==> config.mk <==
export PLATFORM = sky130hd
export DESIGN_NAME = fvspm_div
export DESIGN_NICKNAME = d
export VERILOG_FILES = /design/src/rtl/core/fvspm_pkg.sv /design/src/rtl/core/fvspm_div.sv
export SDC_FILE = /design/constraint.sdc
export NUM_CORES = 1
export LEC_CHECK = 0
export BUFFER_PORTS_ARGS = -buffer_cell sky130_fd_sc_hd__buf_2
export CORE_AREA = 2 2 104 106
export CTS_BUF_LIST = sky130_fd_sc_hd__clkbuf_8
export CTS_CLUSTER_DIAMETER = 200
export DETAILED_ROUTE_END_ITERATION = 8
export DIE_AREA = 0 0 106 108
export HOLD_SLACK_MARGIN = 0.1
export PLACE_DENSITY = 0.75
export RECOVER_POWER = 100
export SETUP_SLACK_MARGIN = 0.3
export SLEW_MARGIN = 10
export SYNTH_ARGS = -nofsm -noshare
export SYNTH_HDL_FRONTEND = slang
export SYNTH_SLANG_ARGS = --single-unit
==> constraint.sdc <==
create_clock -name i_clk -period 3.65 [get_ports i_clk]
set_clock_uncertainty 0.1 [all_clocks]
set_input_delay 0.1825 -clock i_clk [delete_from_list [all_inputs] [get_ports i_clk]]
set_output_delay 0.1825 -clock i_clk [all_outputs]
set_load 0.02 [all_outputs]
==> src/rtl/core/fvspm_pkg.sv <==
// shared types, widths and helpers for the four-voice sample playback mixer
// no dependencies; compiled first
package fvspm_pkg;

    localparam int VOICES_DEF    = 4;
    localparam int MEM_DEPTH_DEF = 131072;

    localparam int DVD_W    = 32;   // divider dividend / quotient width
    localparam int LEN_W    = 17;   // lengths, offsets and byte addresses
    localparam int STEP_W   = 32;   // 16.16 step
    localparam int FRAC_W   = 16;   // fractional part of the position
    localparam int POS_W    = 48;   // 32.16 position
    localparam int VOL_W    = 7;
    localparam int SAMPLE_W = 8;
    localparam int PCM_W    = 16;
    localparam int PLAY_W   = 4;

    localparam logic [VOL_W-1:0] VOL_MAX = 7'd64;
    localparam int PCM_MAX = 32767;
    localparam int PCM_MIN = -32768;

    typedef enum logic [1:0] {
        ACT_WRITE  = 2'd0,
        ACT_LOAD   = 2'd1,
        ACT_VOLUME = 2'd2,
        ACT_RENDER = 2'd3
    } t_action;

    typedef struct packed {
        t_action                     action;
        logic [1:0]                  voice;
        logic [LEN_W-1:0]            address;
        logic signed [SAMPLE_W-1:0]  sample_byte;
        logic [LEN_W-1:0]            sample_length;
        logic [LEN_W-1:0]            loop_begin;
        logic [LEN_W-1:0]            loop_length;
        logic [STEP_W-1:0]           step;
        logic [VOL_W-1:0]            volume;
        logic [LEN_W-1:0]            start_position;
    } t_item;

    typedef struct packed {
        logic signed [PCM_W-1:0] pcm_sample;
        logic [PLAY_W-1:0]       voices_playing;
    } t_result;

    function automatic logic [VOL_W-1:0] clamp_volume(input logic [VOL_W-1:0] vol);
        return (vol > VOL_MAX) ? VOL_MAX : vol;
    endfunction

endpackage

==> src/rtl/core/fvspm_div.sv <==
// shared restoring divider, one quotient bit per cycle
// depends on fvspm_pkg for the dividend width
module fvspm_div
    import fvspm_pkg::*;
#(
    parameter int DIV_W = 25
) (
    input  logic             i_clk,
    input  logic             i_rst_n,
    input  logic             i_start,
    input  logic [DVD_W-1:0] i_dividend,
    input  logic [DIV_W-1:0] i_divisor,
    output logic             o_busy,
    output logic             o_done,
    output logic [DVD_W-1:0] o_quotient,
    output logic [DIV_W-1:0] o_remainder
);

    localparam int CNT_W = $clog2(DVD_W + 1);

    logic             r_busy;
    logic             r_done;
    logic [CNT_W-1:0] r_cnt;
    logic [DVD_W-1:0] r_quo;
    logic [DIV_W-1:0] r_rem;
    logic [DIV_W-1:0] r_dsr;

    logic [DIV_W:0]   trial;
    logic             fits;
    logic [DIV_W-1:0] n_rem;

    // shift in the next dividend bit and try the subtraction
    assign trial = {r_rem, r_quo[DVD_W-1]};
    assign fits  = (trial >= {1'b0, r_dsr});
    assign n_rem = fits ? DIV_W'(trial - {1'b0, r_dsr}) : trial[DIV_W-1:0];

    always_ff @(posedge i_clk) begin
        if (!i_rst_n) begin
            r_busy <= 1'b0;
            r_done <= 1'b0;
            r_cnt  <= '0;
        end else begin
            r_done <= 1'b0;
            if (i_start) begin
                r_busy <= 1'b1;
                r_cnt  <= CNT_W'(DVD_W);
                r_quo  <= i_dividend;
                r_rem  <= '0;
                r_dsr  <= i_divisor;
            end else if (r_busy) begin
                r_quo <= {r_quo[DVD_W-2:0], fits};
                r_rem <= n_rem;
                r_cnt <= r_cnt - 1'b1;
                if (r_cnt == CNT_W'(1)) begin
                    r_busy <= 1'b0;
                    r_done <= 1'b1;
                end
            end
        end
    end

    assign o_busy      = r_busy;
    assign o_done      = r_done;
    assign o_quotient  = r_quo;
    assign o_remainder = r_rem;

endmodule

==> impl_metrics.env <==
export IMPL_track_usage_pct=22.6
export IMPL_cts_tree="yes"
export IMPL_clock_sinks=90
export IMPL_drive_gt1_share_pct=20.3
export IMPL_ant_nets=0
export IMPL_grt_pass1_wl_um=20100
export IMPL_syn_area_per_cell_sq_um=11.6
export IMPL_dr_pass1_iters=4
export IMPL_drv_slew=0
export IMPL_min_delay_start="r_cnt[1]$_SDFFE_PP0P_"
export IMPL_wirelength_um=12600
export IMPL_drcViolationCount=0
export IMPL_period_needed_ps=3270
export IMPL_power_density_nw_per_um2=437
export IMPL_cp_startpoint="o_quotient[31]$_DFFE_PP_"
export IMPL_path_max_fanout=16
export IMPL_p_leak_nw=2.62
export IMPL_dp_hpwl_um=8260
export IMPL_synth_cell_types=62
export IMPL_grt_pass1_vias=4273
export IMPL_grt_overflow=0
export IMPL_hold_class="reg2reg"
export IMPL_row_count=37
export IMPL_fillerInstances=849
export IMPL_total_power_w=0.00288
export IMPL_die_w_um=106
export IMPL_cts_root_buf="clkbuf_8"
export IMPL_clk_latency_ps=370
export IMPL_rsz0062_at_grt="true"
export IMPL_worstPathRequired_ps=3640
export IMPL_n_antenna_cell=0
export IMPL_nets=710
export IMPL_tns_ps=0
export IMPL_cts_inserted_buffers=9
export IMPL_critical_path_class="reg2reg"
export IMPL_cp_start_kind="flop"
export IMPL_yosysWarnings=0
export IMPL_multi_input_area_sq_um=2290
export IMPL_ys_seq_area_share_pct=51.1
export IMPL_async_flop_share_pct=0
export IMPL_core_area_sq_um=10200
export IMPL_worstMarginPinSlew_ps=1410
export IMPL_die_area_sq_um=11400
export IMPL_ioPinCount=119
export IMPL_synth_top_area_share_pct=48.0
export IMPL_vias=4141
export IMPL_status="finished clean"
export IMPL_end_kind="flop"
export IMPL_fp_dieH_um=108
export IMPL_max_slew_margin_pct=5.92
export IMPL_start_util_pct=50.2
export IMPL_synth_edf_count=82
export IMPL_synthesis_area_sq_um=5130
export IMPL_syn_nets=529
export IMPL_setup_violations=0
export IMPL_ff_latch_area_sq_um=2620
export IMPL_peakVddDrop_v=0.000281
export IMPL_io_buffers=118
export IMPL_fin_crit_sh_pct=89.7
export IMPL_path_clk_slew_ps=90
export IMPL_htreeDepth=3
export IMPL_synth_ff_latch_count=90
export IMPL_gp_congestion=0.932
export IMPL_synth_area_top_cells="edfxtp_1 48%, mux2_2 6.8%, ha_1 6.6%"
export IMPL_yosys_area_top_type="edfxtp_1"
export IMPL_area_growth_pct=28.2
export IMPL_max_freq_mhz=305
export IMPL_cts_buffer_depth=2
export IMPL_wl_per_cell_um=16.5
export IMPL_dr_first_iter_drc_count=136
export IMPL_r2r_start="o_quotient[31]$_DFFE_PP_"
export IMPL_antenna_found_initial=0
export IMPL_maxCapViolations=0
export IMPL_vias_per_cell=5.43
export IMPL_grt_max_degree=62
export IMPL_finalHoldViolCount=0
export IMPL_worstPathArrival_ps=3270
export IMPL_synth_cells=441
export IMPL_yosys_most_used_dff="edfxtp_1"
export IMPL_cts_setup_buffers=0
-- path summary, 6_finish.rpt --
| check | to | slack (ps) | cells after the start |
|---|---|---|---|
| max | o_remainder[21]$_SDFFCE_PP0P_ | 380 | 11 |
| min reg2reg | r_cnt[1]$_SDFFE_PP0P_ | 420 | 2 |
| max reg2reg | o_remainder[21]$_SDFFCE_PP0P_ | 380 | 11 |
| min | r_cnt[1]$_SDFFE_PP0P_ | 420 | 2 |
-- report_power, final --
part / switching, W / total (W) / leakage [nW] / internal, W
Combinational: 0.000540 / 0.000919 / 1.68 / 0.000379
Sequential: 0.0000559 / 0.00129 / 0.850 / 0.00124
Clock: 0.000357 / 0.000666 / 0.0953 / 0.000309
-- final cells by class --
type	count	share of cell area, %
Clock buffer	9	1.88
Clock inverter	7	0.970
Inverter	39	2.23
Multi-Input combinational cell	298	34.9
Sequential cell	90	39.9
Tap cell	136	2.59
Timing Repair Buffer	184	17.6
-- kinds of logic after synthesis --
logic type	after synthesis	synth area share, %
xor+xnor	22	3.75
compound gates	101	14.7
simple gates	106	10.5
fa+ha+maj	28	6.97
flops	90	51.1
buf+inv	54	4.44
mux	40	8.55
-- metrics by stage --
stage          hold slack (ps)  utilization (%)  setup WS (ps)  cells  instance area, sq um
6_report                   417             64.3            376    763                  6580
5_1_grt                    411             64.3            201    763                  6580
4_1_cts                    398             65.0            301    762                  6650
3_3_place_gp               260             57.2            454    685                  5850
3_5_place_dp               261             57.2            322    685                  5850
2_1_floorplan              181                -            591    441                  5130
-- state kept, by name, indices dropped and copies added (netlist names) --
name / flops
r_dsr: 25
r_cnt: 6
o_done: 1
o_quotient: 32
o_busy: 1
o_remainder: 25
-- cells in the final DEF, fill, tap and decap left out, types with 7 or more instances in the layout --
master and count:
edfxtp_1 82, dlygate4sd3_1 61, clkbuf_1 61, buf_2 57, inv_1 42, a21oi_1 37, nand2_1 33, mux2_2 30
ha_1 27, nor2_1 26, xnor2_1 15, o21ai_0 14, mux2i_1 9, clkbuf_8 9, nand2b_1 8, dfxtp_1 8
nand4_1 7, xor2_1 7
-- synthesized netlist by cell type (7+ instances only) --
master	n
edfxtp_1	82
nor2_1	22
o21ai_0	14
a21oi_1	37
nand4_1	7
nand2b_1	8
xor2_1	7
ha_1	27
mux2i_1	9
inv_1	39
nand2_1	33
xnor2_1	15
mux2_2	31
dfxtp_1	8
-- what timing repair did --
action	in CTS	in global routing
hold buffers	61	0
setup endpoints to repair	0	25
endpoints found under the hold margin	65	0
gates resized for setup	0	2
-- routing by layer --
metal  share of wire, %  up-vias  routed length [um]  GRT usage, %
li1                   -     1995                   -             -
met3                7.1       18                 891          6.87
met1                 42     1965                5320          26.8
met5                  0        -                   0             0
met2                 49      163                6130          38.9
met4                1.9        0                 238          8.36
-- critical path: stages (launching register included) --
cell and delay [ps]:
edfxtp_1 410, inv_1 80, ha_1 150, inv_1 50, fa_1 410, a21o_1 230, a311o_2 410, a31oi_4 240
o31a_4 220, a31o_2 440, a2111o_1 140, o311ai_0 120
No activity file was read; power rests on OpenSTA's default activity.
