**src/rtl/core/fvspm_pkg.sv**
```systemverilog
// shared types, widths and helpers for the four-voice sample playback mixer
// no dependencies; compiled first
package fvspm_pkg;

    localparam int VOICES_DEF    = 4;
    localparam int MEM_DEPTH_DEF = 131072;

    localparam int DVD_W    = 32;   // divider dividend / quotient width
    localparam int LEN_W    = 17;   // lengths, offsets and byte addresses
    localparam int STEP_W   = 32;   // 16.16 step
    localparam int FRAC_W   = 16;   // fractional part of the position
    localparam int POS_W    = 48;   // 32.16 position
    localparam int VOL_W    = 7;
    localparam int SAMPLE_W = 8;
    localparam int PCM_W    = 16;
    localparam int PLAY_W   = 4;

    localparam logic [VOL_W-1:0] VOL_MAX = 7'd64;
    localparam int PCM_MAX = 32767;
    localparam int PCM_MIN = -32768;

    typedef enum logic [1:0] {
        ACT_WRITE  = 2'd0,
        ACT_LOAD   = 2'd1,
        ACT_VOLUME = 2'd2,
        ACT_RENDER = 2'd3
    } t_action;

    typedef struct packed {
        t_action                     action;
        logic [1:0]                  voice;
        logic [LEN_W-1:0]            address;
        logic signed [SAMPLE_W-1:0]  sample_byte;
        logic [LEN_W-1:0]            sample_length;
        logic [LEN_W-1:0]            loop_begin;
        logic [LEN_W-1:0]            loop_length;
        logic [STEP_W-1:0]           step;
        logic [VOL_W-1:0]            volume;
        logic [LEN_W-1:0]            start_position;
    } t_item;

    typedef struct packed {
        logic signed [PCM_W-1:0] pcm_sample;
        logic [PLAY_W-1:0]       voices_playing;
    } t_result;

    function automatic logic [VOL_W-1:0] clamp_volume(input logic [VOL_W-1:0] vol);
        return (vol > VOL_MAX) ? VOL_MAX : vol;
    endfunction

endpackage

```
**src/rtl/core/fvspm_mac.sv**
```systemverilog
// voice multiply-accumulate: byte times volume, registered, then summed times four
// depends on fvspm_pkg for sample and volume widths
module fvspm_mac
    import fvspm_pkg::*;
#(
    parameter int ACC_W = 19
) (
    input  logic                       i_clk,
    input  logic                       i_rst_n,
    input  logic                       i_clr,
    input  logic                       i_add,
    input  logic signed [SAMPLE_W-1:0] i_byte,
    input  logic [VOL_W-1:0]           i_vol,
    output logic signed [ACC_W-1:0]    o_acc
);

    localparam int PROD_W = SAMPLE_W + VOL_W + 1;

    logic signed [PROD_W-1:0] r_prod;
    logic                     r_prod_vld;
    logic signed [ACC_W-1:0]  r_acc;
    logic signed [ACC_W-1:0]  prod_x4;

    assign prod_x4 = ACC_W'(r_prod) <<< 2;

    always_ff @(posedge i_clk) begin
        r_prod <= i_byte * $signed({1'b0, i_vol});
    end

    always_ff @(posedge i_clk) begin
        if (!i_rst_n) begin
            r_prod_vld <= 1'b0;
            r_acc      <= '0;
        end else if (i_clr) begin
            r_prod_vld <= 1'b0;
            r_acc      <= '0;
        end else begin
            r_prod_vld <= i_add;
            if (r_prod_vld) begin
                r_acc <= r_acc + prod_x4;
            end
        end
    end

    assign o_acc = r_acc;

endmodule

```
**config.mk**
```make
export PLATFORM = sky130hd
export DESIGN_NAME = fvspm_mac
export DESIGN_NICKNAME = d
export VERILOG_FILES = /design/src/rtl/core/fvspm_pkg.sv /design/src/rtl/core/fvspm_mac.sv
export SDC_FILE = /design/constraint.sdc
export NUM_CORES = 1
export LEC_CHECK = 0
export BUFFER_PORTS_ARGS = -buffer_cell sky130_fd_sc_hd__buf_2
export CORE_ASPECT_RATIO = 1.4
export CORE_MARGIN = 3
export CORE_UTILIZATION = 25
export DETAILED_ROUTE_END_ITERATION = 8
export PLACE_DENSITY = 0.41
export SYNTH_ARGS = -nofsm -noshare
export SYNTH_HDL_FRONTEND = slang
export SYNTH_SLANG_ARGS = --single-unit
```
**constraint.sdc**
```tcl
create_clock -name i_clk -period 3.4 [get_ports i_clk]
set_input_delay 0 -clock i_clk [delete_from_list [all_inputs] [get_ports i_clk]]
set_output_delay 0 -clock i_clk [all_outputs]
set_load 0.005 [all_outputs]
```
==> summary.md, run 1 <==
| Metric | Value |
|---|---|
| Yosys reg bits | 34 |
| Vias per cell | 4.42 |
| Post-DR wirelength/cell | 12.6 µm |
| Gr usage total | 0.109 |
| Ys Warns | 0 |
| Tightest Pin Transition | 0.685 ns |
| Clock latency at the later pin of the worst-skew pair | 0.28 ns |
| Mapped Cells | 477 |
| HP Class | in -> reg |
| Worst Clk Skew | approximately 0.0064 ns |
| Reg clk slew, reported paths | 0.05 ns |
| Largest net degree at the start of global routing | 21 |
| Switching power | 1.38 mW |
| Iter 0 DRT Violations | 92 |
| Share of the synthesized area in the top cell type | 0.227 |
| Drt total wl | 9560 µm |
| Setup crit start kind | primary input |
| Worst setup EP type | flop |
| # fillers | between 1500 and 2000 |
| Peak supply drop | ~0.23 mV |
| Vias | 3349 |
| Share of the yosys chip area belonging to registers | 0.164 |
| Hold Vio Cnt, Final | 0 |
| Antenna cells | 0 |
| Netlist Area Pre-Place | 4140 µm² |
| H-tree depth | 2 |
| Vias in the first global route | 3659 |
| Top cells by area, synth | fa_1, dfxtp_1, ha_1, inv_1, and2_1 |
| Post-layout util | 0.332 |
| Critical Path RT | between 3 and 4 ns |
| Synth unique cells | 51 |
| Synthesized area per cell | 8.69 µm² |
| Area growth, synth to finish | 30.0% |
| Cell Int Power | between 2 and 2.5 mW |
| Share of layout cells above drive strength 1 | 0.268 |
| CP max FO | 7 |
| Synth cell count leaders | inv_1, ha_1, fa_1 |
| Final Non-Filler Cells | 758 |
| Gr ovfl total | 0 |
| Flop pwr share | 0.159 |
| Switching portion of total power | 0.402 |
| Max Cap Viol | 0 |
| Clock sinks | 34 |
| Number of enable flip-flop cells after synthesis | 0 |
| Drt drc | 0 |
| First-pass GRT wire length | 16200 µm |
| # IOs | 38 |
| Leakage | 2.60 nW |
| DR pass1 iterations | 4 |
| Synth Flop Type | dfxtp_1 |
| Count of final setup violators | 0 |
| Slew headroom | 0.543 |
| DP HPWL | 8170 µm |
| DIE AREA | 18200 µm² |
| Gpl congestion | approximately 0.85 |
| Final Max Tran Viols | 0 |
| CTS root buffer | clkbuf_16 |
| RSZ-0062 raised after global routing | true |
| Maximum clock rate | 302 MHz |
| Setup TNS | 0 ns |
| Initial Util | 0.255 |
| Core Area | between 15000 and 20000 µm² |
| Total CTS buffers | 5 |
| FP Rows | 55 |
| TritonCTS clock tree | built |
| Placed cells | 746 |
| Setup CP Type | in -> reg |
| Combinational Power Share | 0.708 |
| Status | finished clean |
| CTS Buffer Depth | 2 |
| Yosys top cell by area | fa_1 |
| Min cycle time layout | 3.31 ns |
| FFs w/ async S/R, synth | 0 |
| Power Density | 638 nW/µm² |
| WP data arrival | 3.47 ns |
| Count leader, synth | inv_1 |
| Die span in x | 115 µm |
| Final nets | about 670 |
| # port buffers | 35 |
| Antenna-violating nets left | 0 |
| Initial antenna violation count | 0 |
| Period utilization | 0.974 |
| Clock power share | 0.133 |
| Die height | 158 µm |
==> layer usage <==
metal / track usage / vias up / routed length [µm]
li1: - / 1714 / -
met1: 0.118 / 1563 / 3910
met3: 0.0103 / 21 / 219
met4: 0.0559 / 0 / 367
met5: 0 / - / 0
met2: 0.209 / 51 / 5070
==> power groups by stage <==
stage	Sequential [mW]	Combinational (mW)	Clock (mW)
after global placement	0.557	2.16	0
final	0.545	2.43	0.457
after global routing	0.555	2.74	0.488
after detailed placement	0.555	2.18	0
after CTS	0.546	2.28	0.478
after floorplan	0.542	1.53	0
==> metrics by stage <==
step | area (µm²) | setup WS (ns) | hold WS, ns | power, mW
floorplan | 4260 | 0.00659 | 0.122 | 2.07
global placement | 4970 | -0.382 | 0.202 | 2.72
detailed placement | 4970 | -0.449 | 0.201 | 2.74
CTS | 5180 | 0.000944 | 0.0541 | 3.30
global route | 5390 | -0.0346 | 0.0782 | 3.79
finish | 5390 | 0.0879 | 0.0577 | 3.43
==> cells in the final DEF (no fill, tap or decap), types with 7 or more instances in the layout <==
cell and n:
a21oi_1 14, dfxtp_1 34, xnor2_1 15, nand3_1 11, fa_1 42, ha_1 39, inv_1 83, nand2_1 22
buf_2 26, o21ai_0 7, inv_2 10, buf_4 47, mux2i_1 9, ha_4 10, a21o_1 8, and2_1 37
nor2_1 22
==> flip-flops by register name (all words and copies together), names as in the netlist <==
signal	flops
r_prod_vld	1
r_prod	16
o_acc	17
==> layout make-up <==
type,instances,area (µm²),area share
multi-input combinational,340,3340,0.621
sequential,34,681,0.126
timing repair buffer,83,611,0.113
inverter,94,355,0.0660
tap,199,249,0.0462
clock buffer,7,143,0.0265
clock inverter,1,5.00,0.000929
==> worst max-delay path, cell delays in order <==
cell      delay, ns
buf_12         0.11
nand2_4        0.06
fa_1           0.52
inv_1          0.05
fa_1           0.46
fa_1           0.50
inv_1          0.05
fa_1           0.52
inv_1          0.06
ha_4           0.24
or2_4          0.24
a21oi_4        0.15
a21oi_2        0.07
a311oi_4       0.31
xnor2_1        0.12
==> timing repair <==
| action | 4_1_cts | 5_1_grt |
|---|---|---|
| gates resized for setup | 12 | 54 |
| setup buffers | 2 | 1 |
| pin swaps | 12 | 43 |
| setup endpoints to repair | 3 | 4 |
| hold buffers | 1 | 0 |
| endpoints found under the hold margin | 1 | 0 |
==> final timing paths <==
check | startpoint | endpoint | slack [ns] | depth (start not counted)
hold / removal | i_vol[0] | r_prod[0] | 0.06 | 2
hold reg to reg | o_acc[18] | o_acc[18] | 0.48 | 2
setup reg to reg | o_acc[2] | o_acc[18] | 0.89 | 9
setup / recovery | i_vol[2] | r_prod[15] | 0.09 | 15
==> kinds of logic (layout without fill, tap and decap cells) <==
logic type      Yosys count  after routing  share of synthesized area
compound gates           76             76                      0.127
xor+xnor                 19             19                     0.0402
fa+ha+maj                96             96                      0.375
buf+inv                 104            185                     0.0960
flops                    34             34                      0.164
mux                       9              9                     0.0217
other cells               1              2                   0.000905
simple gates            138            138                      0.175
Note: power is estimated with default switching activity, not from simulation.
==> run 2, diff against run 1 <==
--- a/config.mk
+++ b/config.mk
@@ -6,11 +6,13 @@
 export NUM_CORES = 1
 export LEC_CHECK = 0
 export BUFFER_PORTS_ARGS = -buffer_cell sky130_fd_sc_hd__buf_2
+export CELL_PAD_IN_SITES_DETAIL_PLACEMENT = 0
+export CELL_PAD_IN_SITES_GLOBAL_PLACEMENT = 1
 export CORE_ASPECT_RATIO = 1.4
 export CORE_MARGIN = 3
 export CORE_UTILIZATION = 25
 export DETAILED_ROUTE_END_ITERATION = 8
-export PLACE_DENSITY = 0.41
+export PLACE_DENSITY = 0.5
 export SYNTH_ARGS = -nofsm -noshare
 export SYNTH_HDL_FRONTEND = slang
 export SYNTH_SLANG_ARGS = --single-unit
==> run 2 against run 1 <==
  * Wire length increased by 1.5%
  * Fmax increased by 0.32%
  * Via count increased by 0.93%
  * Largest cell class unchanged
  * Sequential cell count unchanged
==> summary.md, run 2 (synthesized netlist as in run 1, its figures left out) <==
| Metric | Value |
|---|---|
| Status | finished clean |
| DIE AREA | 18200 µm² (unchanged) |
| Period utilization | 0.971 (-0.00314) |
| Vias in the first global route | 3572 (-2.4%) |
| CTS Buffer Depth | 2 (unchanged) |
| Slew headroom | 0.570 (+0.0269) |
| CTS root buffer | clkbuf_16 |
| Iter 0 DRT Violations | 68 (-26%) |
| Drt total wl | 9700 µm (+1.5%) |
| Reg2reg start | o_acc[2] |
| Setup crit start kind | primary input |
| Reg2Reg Setup Slack | 0.88 ns (about the same) |
| RSZ-0062 raised after global routing | true |
| Crit-path most repeated cell | fa_1 |
| Critical Path RT | 3.57 ns (about the same) |
| CP Cell Sequence | buf_12 -> nand2_4 -> fa_1 -> fa_1 -> inv_2 -> fa_1 -> inv_2 -> fa_1 -> inv_2 -> ha_4 -> o21ai_2 -> a21o_1 -> a211oi_2 -> nor4_1 -> a211o_1 |
| Maximum clock rate | 303 MHz (+0.32%) |
| Max reg flops | 17 (unchanged) |
| Pwr Total | 3.40 mW (-0.88%) |
| Final nets | 673 (unchanged) |
| Area growth, synth to finish | 29.5% |
| Place WS | -0.420 ns (+0.0291 ns) |
| Leakage | 2.59 nW (-0.44%) |
| CP max FO | 8 (+1) |
| Vias per cell | 4.46 (+0.93%) |
| Commonest non-fill, non-tap cells in the layout | inv_1, buf_4, fa_1 |
| Setup CP Type | in -> reg |
| Tightest Pin Transition | 0.644 ns (-0.0403 ns) |
| Vias | 3380 (+0.93%) |
| Critical path buffers and inverters | 4 (unchanged) |
| Total CTS buffers | 5 (unchanged) |
| DP HPWL | 8290 µm (+1.5%) |
| Final Max Tran Viols | 0 (unchanged) |
| # IOs | 38 (unchanged) |
| Drt drc | 0 (unchanged) |
| CP Capture Point | r_prod[13] |
| TritonCTS clock tree | built |
| FP Rows | 55 (unchanged) |
| Cell Area, Placed | 4970 µm² (+0.15%) |
| Worst r2r path cells | 9 (unchanged) |
| CP max stage cell | fa_1 |
| Antenna cells | 0 (unchanged) |
| Post-layout util | 0.330 (-0.00123) |
| Max Cap Viol | 0 (unchanged) |
| Die height | 158 µm (unchanged) |
| Clock sinks | 34 (unchanged) |
| Worst setup EP type | flop |
| First-pass GRT wire length | 17000 µm (+5.0%) |
| CP startpoint | i_vol[4] |
| Min cycle time layout | 3.30 ns (-0.0107 ns) |
| FF-to-FF End | o_acc[18] |
| Die span in x | 115 µm (unchanged) |
| Core Area | 16200 µm² (unchanged) |
| Post-DR wirelength/cell | 12.8 µm (+1.5%) |
| DR pass1 iterations | 4 (unchanged) |
| WHS | 0.0698 ns (+0.0121 ns) |
| Gpl congestion | 0.780 (-7.7%) |
| Antenna-violating nets left | 0 (unchanged) |
| Peak supply drop | 0.267 mV (+14%) |
| Share of layout cells above drive strength 1 | 0.274 (+0.00537) |
| # port buffers | 35 (unchanged) |
| Clock latency at the later pin of the worst-skew pair | 0.28 ns (about the same) |
| Final Cell Area | 5370 µm² (-0.37%) |
| Initial Util | 0.255 (unchanged) |
| WP data arrival | 3.47 ns (about the same) |
| Commonest non-fill, non-tap cell in the layout | inv_1 |
| Placed cells | 747 (+0.13%) |
| Gr ovfl total | 0 (unchanged) |
| Hold Vio Cnt, Final | 0 (unchanged) |
| Setup TNS | 0 ns (unchanged) |
| Initial antenna violation count | 0 (unchanged) |
| Largest stage delay, worst path | 0.54 ns (+0.02 ns) |
| Largest net degree at the start of global routing | 21 (unchanged) |
| Worst setup margin | 0.0986 ns (+0.0107 ns) |
| Power Density | 634 nW/µm² (-0.51%) |
| Gr usage total | 0.114 (+0.00435) |
| # fillers | 1716 (+0.76%) |
| Reg clk slew, reported paths | 0.05 ns (about the same) |
| Count of final setup violators | 0 (unchanged) |
| Final Non-Filler Cells | 758 (unchanged) |
| Cell count along the critical path | 15 (unchanged) |
| H-tree depth | 2 (unchanged) |
| CP top delay family | adder cells |
| Worst Clk Skew | 0.00429 ns (-0.00214 ns) |
| HP Class | in -> reg |
==> run 2: cell types whose count changed in the layout (fill, tap and decap cells not counted), sizes merged <==
| cell | before | now |
|---|---|---|
| buf | 81 | 82 |
| clkbuf | 8 | 7 |
==> run 2: layout make-up <==
cell class / count / area, µm² / share of cell area
timing repair buffer: 83 / 617 / 0.115
tap: 199 / 249 / 0.0464
clock buffer: 7 / 143 / 0.0266
inverter: 94 / 355 / 0.0662
clock inverter: 1 / 5.00 / 0.000933
sequential: 34 / 681 / 0.127
multi-input combinational: 340 / 3320 / 0.618
==> run 2: how the worst min path moves through the flow <==
| stage | start | endpoint | cells after the start |
|---|---|---|---|
| 2_1_floorplan | i_byte[0] | r_prod[0] | 1 |
| 3_3_place_gp | i_add | r_prod_vld | 2 |
| 3_5_place_dp | i_add | r_prod_vld | 2 |
| 4_1_cts | i_vol[0] | r_prod[0] | 2 |
| 5_1_grt | i_vol[0] | r_prod[0] | 2 |
| 6_report | i_vol[0] | r_prod[0] | 2 |
==> run 2: worst reg2reg max path: cells and delay by family (launching register included) <==
family	cells	cell delay, ns
adders and majority gates	2	0.60
AOI/OAI and AO/OA	3	0.73
buffers and inverters	1	0.06
and+or+nand+nor	1	0.32
DFF	1	0.34
muxes	2	0.40
==> run 2: timing repair <==
item / in CTS / in global routing
endpoints found under the setup margin: 3 / 4
gates resized for setup: 13 / 54
pin swaps: 11 / 47
hold buffers: 1 / 0
hold endpoints to repair: 1 / 0
buffers inserted: 0 / 2
cloned: 0 / 0
==> run 2: per-layer routing <==
| metal | wire (µm) | GRT usage | share of wire | vias to the layer above |
|---|---|---|---|---|
| met5 | 0 | 0 | 0 | - |
| met4 | 135 | 0.0319 | 0.014 | 0 |
| met3 | 204 | 0.00837 | 0.021 | 7 |
| met2 | 5400 | 0.228 | 0.56 | 41 |
| met1 | 3970 | 0.126 | 0.41 | 1618 |
| li1 | - | - | - | 1714 |
==> run 2: power breakdown <==
group	leakage, nW	switching [mW]	internal [mW]
clock network	0.0739	0.168	0.290
registers	0.280	0.0364	0.508
logic	2.23	1.16	1.24
